==> src/rtl/stq_pkg.sv <==
// stq_pkg: shared types and constants of the sorted timer queue
// no dependencies; imported by the controller, datapath, top level and testbench
package stq_pkg;

  localparam logic       FUNC_INSERT = 1'b0;
  localparam logic       FUNC_REMOVE = 1'b1;

  localparam logic [1:0] ST_OK       = 2'd0;
  localparam logic [1:0] ST_FULL     = 2'd1;
  localparam logic [1:0] ST_EMPTY    = 2'd2;

  localparam logic [31:0] TPS_RESET  = 32'd62500000;

  // commands from the controller to the datapath
  typedef struct packed {
    logic latch;   // capture the accepted input item
    logic mul;     // ticks_per_second * wait_seconds
    logic add;     // deadline = now_count + product
    logic cmp;     // per-cell deadline compare
    logic apply;   // shift the cells, update occupancy
    logic load;    // load the output register
  } cmd_t;

endpackage

==> src/rtl/stq_ctrl.sv <==
// stq_ctrl: sequencer of the sorted timer queue
// depends on stq_pkg; drives cmd_t towards stq_datapath
module stq_ctrl
  import stq_pkg::*;
(
  input  logic clk,
  input  logic rst_n,
  input  logic in_valid,
  input  logic in_func,
  output logic in_ready,
  input  logic out_busy,
  output cmd_t cmd
);

  typedef enum logic [2:0] {
    S_IDLE,
    S_MUL,
    S_ADD,
    S_CMP,
    S_APPLY,
    S_RESULT
  } state_t;

  state_t state_r, state_nxt;
  logic   rdy_r, rdy_nxt;
  logic   accept;

  assign accept   = in_valid && rdy_r;
  assign in_ready = rdy_r;

  always_comb begin
    state_nxt = state_r;
    cmd       = '0;
    case (state_r)
      S_IDLE: begin
        if (accept) begin
          cmd.latch = 1'b1;
          // a remove needs no deadline
          state_nxt = (in_func == FUNC_REMOVE) ? S_APPLY : S_MUL;
        end
      end
      S_MUL: begin
        cmd.mul   = 1'b1;
        state_nxt = S_ADD;
      end
      S_ADD: begin
        cmd.add   = 1'b1;
        state_nxt = S_CMP;
      end
      S_CMP: begin
        cmd.cmp   = 1'b1;
        state_nxt = S_APPLY;
      end
      S_APPLY: begin
        cmd.apply = 1'b1;
        state_nxt = S_RESULT;
      end
      S_RESULT: begin
        if (!out_busy) begin
          cmd.load  = 1'b1;
          state_nxt = S_IDLE;
        end
      end
      default: state_nxt = S_IDLE;
    endcase
  end

  assign rdy_nxt = (state_nxt == S_IDLE);

  always_ff @(posedge clk) begin
    if (!rst_n) begin
      state_r <= S_IDLE;
      rdy_r   <= 1'b0;
    end else begin
      state_r <= state_nxt;
      rdy_r   <= rdy_nxt;
    end
  end

endmodule

==> config.mk <==
export PLATFORM = sky130hd
export DESIGN_NAME = stq_ctrl
export DESIGN_NICKNAME = d
export VERILOG_FILES = /design/src/rtl/stq_pkg.sv /design/src/rtl/stq_ctrl.sv
export SDC_FILE = /design/constraint.sdc
export NUM_CORES = 1
export LEC_CHECK = 0
export BUFFER_PORTS_ARGS = -buffer_cell sky130_fd_sc_hd__buf_2
export CAP_MARGIN = 5
export CELL_PAD_IN_SITES_DETAIL_PLACEMENT = 1
export CELL_PAD_IN_SITES_GLOBAL_PLACEMENT = 1
export CORE_AREA = 2 2 39 41
export DETAILED_ROUTE_END_ITERATION = 12
export DIE_AREA = 0 0 41 43
export PLACE_DENSITY_LB_ADDON = 0.05
export SYNTH_ARGS = -nofsm -noshare
export SYNTH_HDL_FRONTEND = slang
export SYNTH_SLANG_ARGS = --single-unit
==> constraint.sdc <==
create_clock -name clk -period 2.16 [get_ports clk]
set_input_delay 0.216 -clock clk [delete_from_list [all_inputs] [get_ports clk]]
set_output_delay 0.216 -clock clk [all_outputs]
set_load 0.05 [all_outputs]
==> After elaboration in Yosys (flattened, before gate mapping) <==
Cells that the tools add are included.
{ "classes": {"eq_ne": 5, "n_mux": 12, "reduce_logical": 3} }
{ "op_table": {"columns": ["cell", "count"], "rows": [
  ["$pmux W3 S6", 1],
  ["$mux W3", 3],
  ["$mux W1", 8],
  ["$eq A3 B2 Y1 const B", 2],
  ["$eq A3 B3 Y1 const B", 2],
  ["$logic_not A3 Y1", 2],
  ["$eq A3 B1 Y1 const B", 1],
  ["$logic_and A1 B1 Y1", 1]
]} }
{ "word_totals": {"reg_bits": 4, "in_bits": 5, "output_inout_bits": 7, "elab_cells": 22} }

==> Depth between registers and ports, before layout <==
Gate-level depths: netlist (run 1).
{ "logic_depth": {"ltp_word": 4, "mapped_depth": 3, "depth_no_buf": 3} }

==> Worst setup path before layout (run 1) <==
No wires, ideal clock.
{ "synth_path": {"path_kind": "register -> register", "start": "register state_r[1]", "end": "register state_r[0]", "setup_ns": 0.064, "t_arrival_ns": 1.897, "required_ns": 2.096, "slack_ns": 0.200, "path_stages_with_launch": 3, "n_path_buf": 0, "period_less_slack_ns": 1.960, "path_cell_list": "dfxtp_1 -> nor3b_1 -> o31a_1"} }
{ "synth_between": {"elab_chain_cells": 2, "elab_cells_between_ends": 7, "cone_classes": "eq/ne (5); mux (1); reduce/logical (1)"} }
{ "synth_lines": {"columns": ["item", "line", "source"], "rows": [
  ["start, declared", "stq_ctrl.sv:24", "state_t state_r, state_nxt;"],
  ["start signal, assigned", "stq_ctrl.sv:75", "state_r <= state_nxt;"],
  ["$eq A3 B3 Y1, or another cell as far along", "stq_ctrl.sv:34", "case (state_r)"],
  ["$pmux W3 S6 *", "stq_ctrl.sv:34", null]
]} }
Mark *: on every way between the ends. The rest lies on a longest branch, timed or not.
A chain may end at the register's enable or synchronous reset.

==> summary.md, run 1 <==
| Metric | Value |
|---|---|
| Outcome | `complete, no violations` |
| Crit path max fanout | `6` |
| Commonest non-fill, non-tap cell in the layout | `buf_2` |
| Max Slew Vio Count | `0` |
| Vias | `228` |
| CTS sink count | `4` |
| 1st-iter DRT viols | `0` |
| All-layer global routing usage | `0.09127` |
| Post-synth top area cell | `dfxtp_1` |
| Yosys warning total | `0` |
| Clk Latency, worst-skew pair | `approximately 0.24 ns` |
| Maxcap violations | `0` |
| Antenna diode count | `0` |
| Xor/xnor share of the synthesized area | `0` |
| Post-synthesis compound-gate area fraction | `0.1754` |
| RSZ-0062 raised after global routing | `no` |
| Yosys reg bits | `4` |
| Leak | `0.1515 nW` |
| Core Area | `between 1000 and 1500 um^2` |
| Design internal power | `~0.19 mW` |
| Arrival time worst endpoint | `1.35 ns` |
| Least-Margin Pin Slew | `0.4108 ns` |
| Die Area | `approximately 1800 um^2` |
| Post-DR wirelength/cell | `10.98 um` |
| Worst min path class | `input pin to register` |
| Clk slew on worst S/H paths | `around 0.030 ns` |
| Nets | `45` |
| Die H | `approximately 43 um` |
| FP Rows | `14` |
| Comb pwr share | `0.410` |
| Fin crit share | `0.7273` |
| Hold Vio Cnt, Final | `0` |
| Final count of negative-setup-slack endpoints | `0` |
| IO Count | `12` |
| # hold bufs at CTS | `0` |
| H-Tree Depth | `1` |
| Pwr/cell area | `~1100 nW/um^2` |
| Endpoint type of the worst setup path | `primary output` |
| Worst VDD drop | `a little under 0.2 mV` |
| # fillers | `about 180` |
| Port Buffers | `11` |
| Die outline width | `approximately 41 um` |
| Synthesis-to-finish area growth | `45.61%` |
| Average size of a mapped cell | `8.915 um^2` |
| Simple-gate share of the synthesized area | `0.4503` |
| Final wirelength | `between 500 and 600 um` |
| Net switching power | `between 0.1 and 0.15 mW` |
| Final Instance Count excl. Fillers | `54` |
| Adder-cell share of the synthesized area | `0` |
| Cells after DPL | `51` |
| Register area share after synthesis | `0.3743` |
| Combinational family with the most area after synthesis | `simple AND/OR/NAND/NOR gates` |
| Crit path time final | `1.571 ns` |
| Sw Ratio | `0.4153` |
| Post_cts resized | `0` |
| Initial core utilization | `0.1546` |
| Critical Path RT | `between 1.5 and 2 ns` |
| Syn nets | `29` |
| Crit path kind | `register to primary output` |
| Most frequent cells in the layout | `11 x buf_2, 4 x nor2_1, 4 x dfxtp_1, 3 x clkbuf_4` |
| Via count of the first global-routing pass | `250` |
| Max Root-Sink Buffers | `2` |
| ANT nets after route | `0` |
| Max Fclk | `between 600 and 700 MHz` |
| TritonCTS Buffers | `3` |
| Final Skew | `around 0.0033 ns` |
| DRC errors left | `0` |
| CTS tree | `done` |
| Final Power | `around 0.33 mW` |
| Cell count after synthesis | `24` |
| GR Overflow Total | `0` |
| Routability cong. | `between 0.6 and 0.7` |
| Top post-synthesis cells by area | `dfxtp_1 37%, o31a_1 8.2%, nor2_1 7.0%, nor3b_1 7.0%, nor2b_1 5.8%` |
| Synth top area share | `0.3743` |
| First-pass GRT wire length | `around 990 um` |
| Sequential share of power | `0.307` |
| Clk root buf | `clkbuf_4` |
| Largest net degree at the start of global routing | `7` |
| TNS Setup | `0 ns` |
| Share of cells above drive strength 1 | `0.4474` |
| Via density | `between 4 and 5` |
| Clock Power Share | `0.283` |
| Final HPWL DP | `just over 500 um` |
| Post-synthesis mux area share | `0` |
| Post-layout util | `0.2251` |
| Post-CTS Setup Inserts | `0` |
| Hold Slack | `~0.23 ns` |
| Pre-antenna DRT Iters | `1` |
| Synth cell types | `15` |
| Cell Area, Synth | `between 200 and 250 um^2` |
| Slew HR | `0.7255` |
| Initial antenna violation count | `0` |
| Crit path launch type | `register` |
[flip-flops by register name, summed over array words and instances (netlist names)]
name      flops
in_ready      1
state_r       3
[cells in the mapped netlist]
| library cell | instances |
|---|---|
| o21a_1 | 1 |
| nand2_1 | 1 |
| nor3_2 | 1 |
| dfxtp_1 | 4 |
| and3b_2 | 1 |
| nand2b_1 | 1 |
| nand3_1 | 1 |
| nor3b_1 | 2 |
| nor2b_1 | 2 |
| o21ai_0 | 1 |
| o31a_1 | 2 |
| or2b_1 | 1 |
| nor2_1 | 4 |
| a21boi_1 | 1 |
| or3_4 | 1 |
[cell families after synthesis]
kind of cell,count (synthesis)
flip-flops,4
AND/OR/NAND/NOR,15
AO/OA/AOI/OAI,5
[final timing paths]
path,from,to,slack (ns),cells past startpoint
worst max-delay path,state_r[1],cmd[3],0.59,2
worst min-delay path,rst_n,state_r[1],0.23,2
worst max register to register,state_r[2],state_r[0],1.05,3
worst min register to register,state_r[2],in_ready,0.54,2
[worst max-delay path, stage by stage, from the launching register on]
cell and delay [ns]:
dfxtp_1 0.38, nor3b_1 0.39, buf_2 0.34
[power groups by stage]
stage	logic (mW)	registers [mW]	clock network, mW
2_1_floorplan	0.0918	0.116	0
3_3_place_gp	0.137	0.101	0
3_5_place_dp	0.137	0.103	0
4_1_cts	0.138	0.101	0.101
5_1_grt	0.146	0.103	0.109
6_report	0.135	0.101	0.0934
[final cells by class]
cell class / count / area, um^2 / area share
Clock buffer: 3 / 22.52 / 0.07229
Multi-Input combinational cell: 20 / 133.9 / 0.4297
Sequential cell: 4 / 80.08 / 0.2570
Tap cell: 16 / 20.02 / 0.06426
Timing Repair Buffer: 11 / 55.05 / 0.1767
[per-layer routing]
layer,GRT usage,share of wire,vias to the layer above
met1,0.08974,0.43,107
met5,0,0,-
met2,0.1219,0.52,7
met4,0.1000,0,0
met3,0.04712,0.047,0
li1,-,-,114
[through the flow]
step | instance area (um^2) | worst slack (ns)
after detailed placement | 289.0 | 0.8313
after floorplan | 214.0 | 0.1998
final | 311.5 | 0.5891
after global placement | 289.0 | 0.8502
after global routing | 311.5 | 0.4839
after CTS | 311.5 | 0.5733
Note: power is estimated with default switching activity, not from simulation.
==> run 2: changes to the inputs <==
==> constraint.sdc (replaced) <==
create_clock -name clk -period 1.43 [get_ports clk]
set_input_delay 0.143 -clock clk [delete_from_list [all_inputs] [get_ports clk]]
set_output_delay 0.143 -clock clk [all_outputs]
set_load 0.05 [all_outputs]
==> run 2 against run 1 <==
Compared with the run above: sequential power increased by 55%; die area unchanged; sequential cell count unchanged; worst setup slack got worse by 0.54 ns; power increased by 60%; critical path type unchanged; critical endpoint is now cmd[5].
==> summary.md, run 2 (same netlist as run 1, synthesis figures left out) <==
| Metric | Value |
|---|---|
| Via count of the first global-routing pass | `about 230` |
| Final Skew | `0.002837 ns` |
| ANT nets after route | `0` |
| Hold Crit Start | `rst_n` |
| Top reg by flops | `state_r` |
| Nets | `45` |
| Worst r2r path cells | `3` |
| Least-Margin Pin Slew | `between 0.2 and 0.25 ns` |
| Crit path max fanout | `6` |
| # fillers | `between 150 and 200` |
| # hold bufs at CTS | `0` |
| Initial antenna violation count | `0` |
| Final Power | `0.5282 mW` |
| Fin crit share | `0.9638` |
| TritonCTS Buffers | `3` |
| DRC errors left | `0` |
| Final count of negative-setup-slack endpoints | `0` |
| Max FFs per register | `3` |
| Final HPWL DP | `approximately 450 um` |
| Port Buffers | `11` |
| Core Area | `roughly 1400 um^2` |
| Crit path launch type | `register` |
| Pwr/cell area | `1492 nW/um^2` |
| Global-route met3 utilization | `0.03665` |
| Max Root-Sink Buffers | `2` |
| Clk slew on worst S/H paths | `approximately 0.04 ns` |
| Via density | `4.241` |
| All-layer global routing usage | `0.08016` |
| FP Rows | `14` |
| Leak | `between 0.15 and 0.2 nW` |
| Critical Path RT | `about 1.3 ns` |
| Largest net degree at the start of global routing | `7` |
| Hold path endpoint | `state_r[1]` |
| Met1 Usage GRT | `0.09585` |
| Share of cells above drive strength 1 | `0.6316` |
| Cells after DPL | `51` |
| Crit path kind | `register to primary output` |
| Worst VDD drop | `approximately 0.52 mV` |
| Reg area | `slightly above 80 um^2` |
| Worst min path class | `input pin to register` |
| Maxcap violations | `0` |
| Grt met2 use | `0.1063` |
| Reg2Reg Setup Slack | `between 0.3 and 0.4 ns` |
| Hold Crit Depth | `2` |
| GR Overflow Total | `0` |
| Endpoint type of the worst setup path | `primary output` |
| Routability cong. | `approximately 0.74` |
| Initial core utilization | `0.1546` |
| Reg2reg end | `state_r[0]` |
| Pre-antenna DRT Iters | `2` |
| Arrival time worst endpoint | `around 1.2 ns` |
| CTS sink count | `4` |
| Die outline width | `just over 40 um` |
| Commonest non-fill, non-tap cell in the layout | `buf_2` |
| Die Area | `~1800 um^2` |
| H-Tree Depth | `1` |
| Synthesis-to-finish area growth | `65.50%` |
| Max Fclk | `a little over 700 MHz` |
| Final Instance Count excl. Fillers | `between 50 and 60` |
| Clk root buf | `clkbuf_4` |
| Vias | `between 200 and 250` |
| Final wirelength | `around 550 um` |
| Max Slew Vio Count | `0` |
| Slew HR | `0.8375` |
| CTS tree | `done` |
| FF-to-FF Start | `state_r[1]` |
| Die H | `roughly 43 um` |
| Clk Latency, worst-skew pair | `~0.23 ns` |
| Most frequent cells in the layout | `7 x buf_2, 4 x clkbuf_4, 3 x nor2_1` |
| First-pass GRT wire length | `924 um` |
| Hold Vio Cnt, Final | `0` |
| Outcome | `complete, no violations` |
| RSZ-0062 raised after global routing | `no` |
| 1st-iter DRT viols | `2` |
| Post-DR wirelength/cell | `just over 10 um` |
| Multi-input logic area | `156.4 um^2` |
| Global routing's busiest layer | `met2` |
| Antenna diode count | `0` |
| IO Count | `12` |
| Crit path time final | `~1.4 ns` |
| Post-layout util | `0.2559` |
[run 2: metal layers]
layer	up-vias	routed length, um
met5	-	0
met4	0	0
met3	0	53
met2	8	253
met1	104	246
li1	117	-
[run 2: area by class of cell]
type | instances | area share
Clock buffer | 3 | 0.06360
Multi-Input combinational cell | 20 | 0.4417
Sequential cell | 4 | 0.2332
Tap cell | 16 | 0.05654
Timing Repair Buffer | 11 | 0.2049
[run 2: worst max path at each step]
stage / start / endpoint / slack (ns) / cells past startpoint
after global routing: state_r[1] / cmd[5] / 0.004 / 3
after global placement: state_r[2] / cmd[5] / 0.16 / 3
final: state_r[1] / cmd[5] / 0.05 / 3
after CTS: state_r[2] / cmd[5] / 0.004 / 3
after detailed placement: state_r[2] / cmd[5] / 0.15 / 3
after floorplan: state_r[2] / cmd[1] / -0.03 / 2
[run 2: repair_timing]
action	in CTS	in global routing
gates resized for setup	6	4
buffers inserted	0	0
endpoints found under the setup margin	3	3
pin swaps	0	2
[run 2: stage by stage]
step | setup slack, ns | area [um^2] | hold slack (ns) | TNS, ns
finish | 0.05178 | 354.1 | 0.1656 | 0
global route | 0.003925 | 354.1 | 0.1566 | 0
CTS | 0.004149 | 344.1 | 0.1613 | 0
detailed placement | 0.1527 | 304.0 | 0.4033 | 0
global placement | 0.1629 | 304.0 | 0.4036 | 0
floorplan | -0.02948 | 229.0 | 0.2608 | -0.02948
[run 2: worst max-delay path, cell delays in order, from the launching register on]
cell and delay (ns):
dfxtp_2 0.33, or3_4 0.42, nor2_4 0.10, buf_8 0.15
[run 2: power breakdown]
group	internal [mW]	switching [mW]	leakage, nW	total (mW)
Sequential	0.134	0.0229	0.0337	0.157
Combinational	0.0863	0.149	0.114	0.235
Clock	0.0937	0.0428	0.0138	0.136
Total	0.314	0.214	0.161	0.528
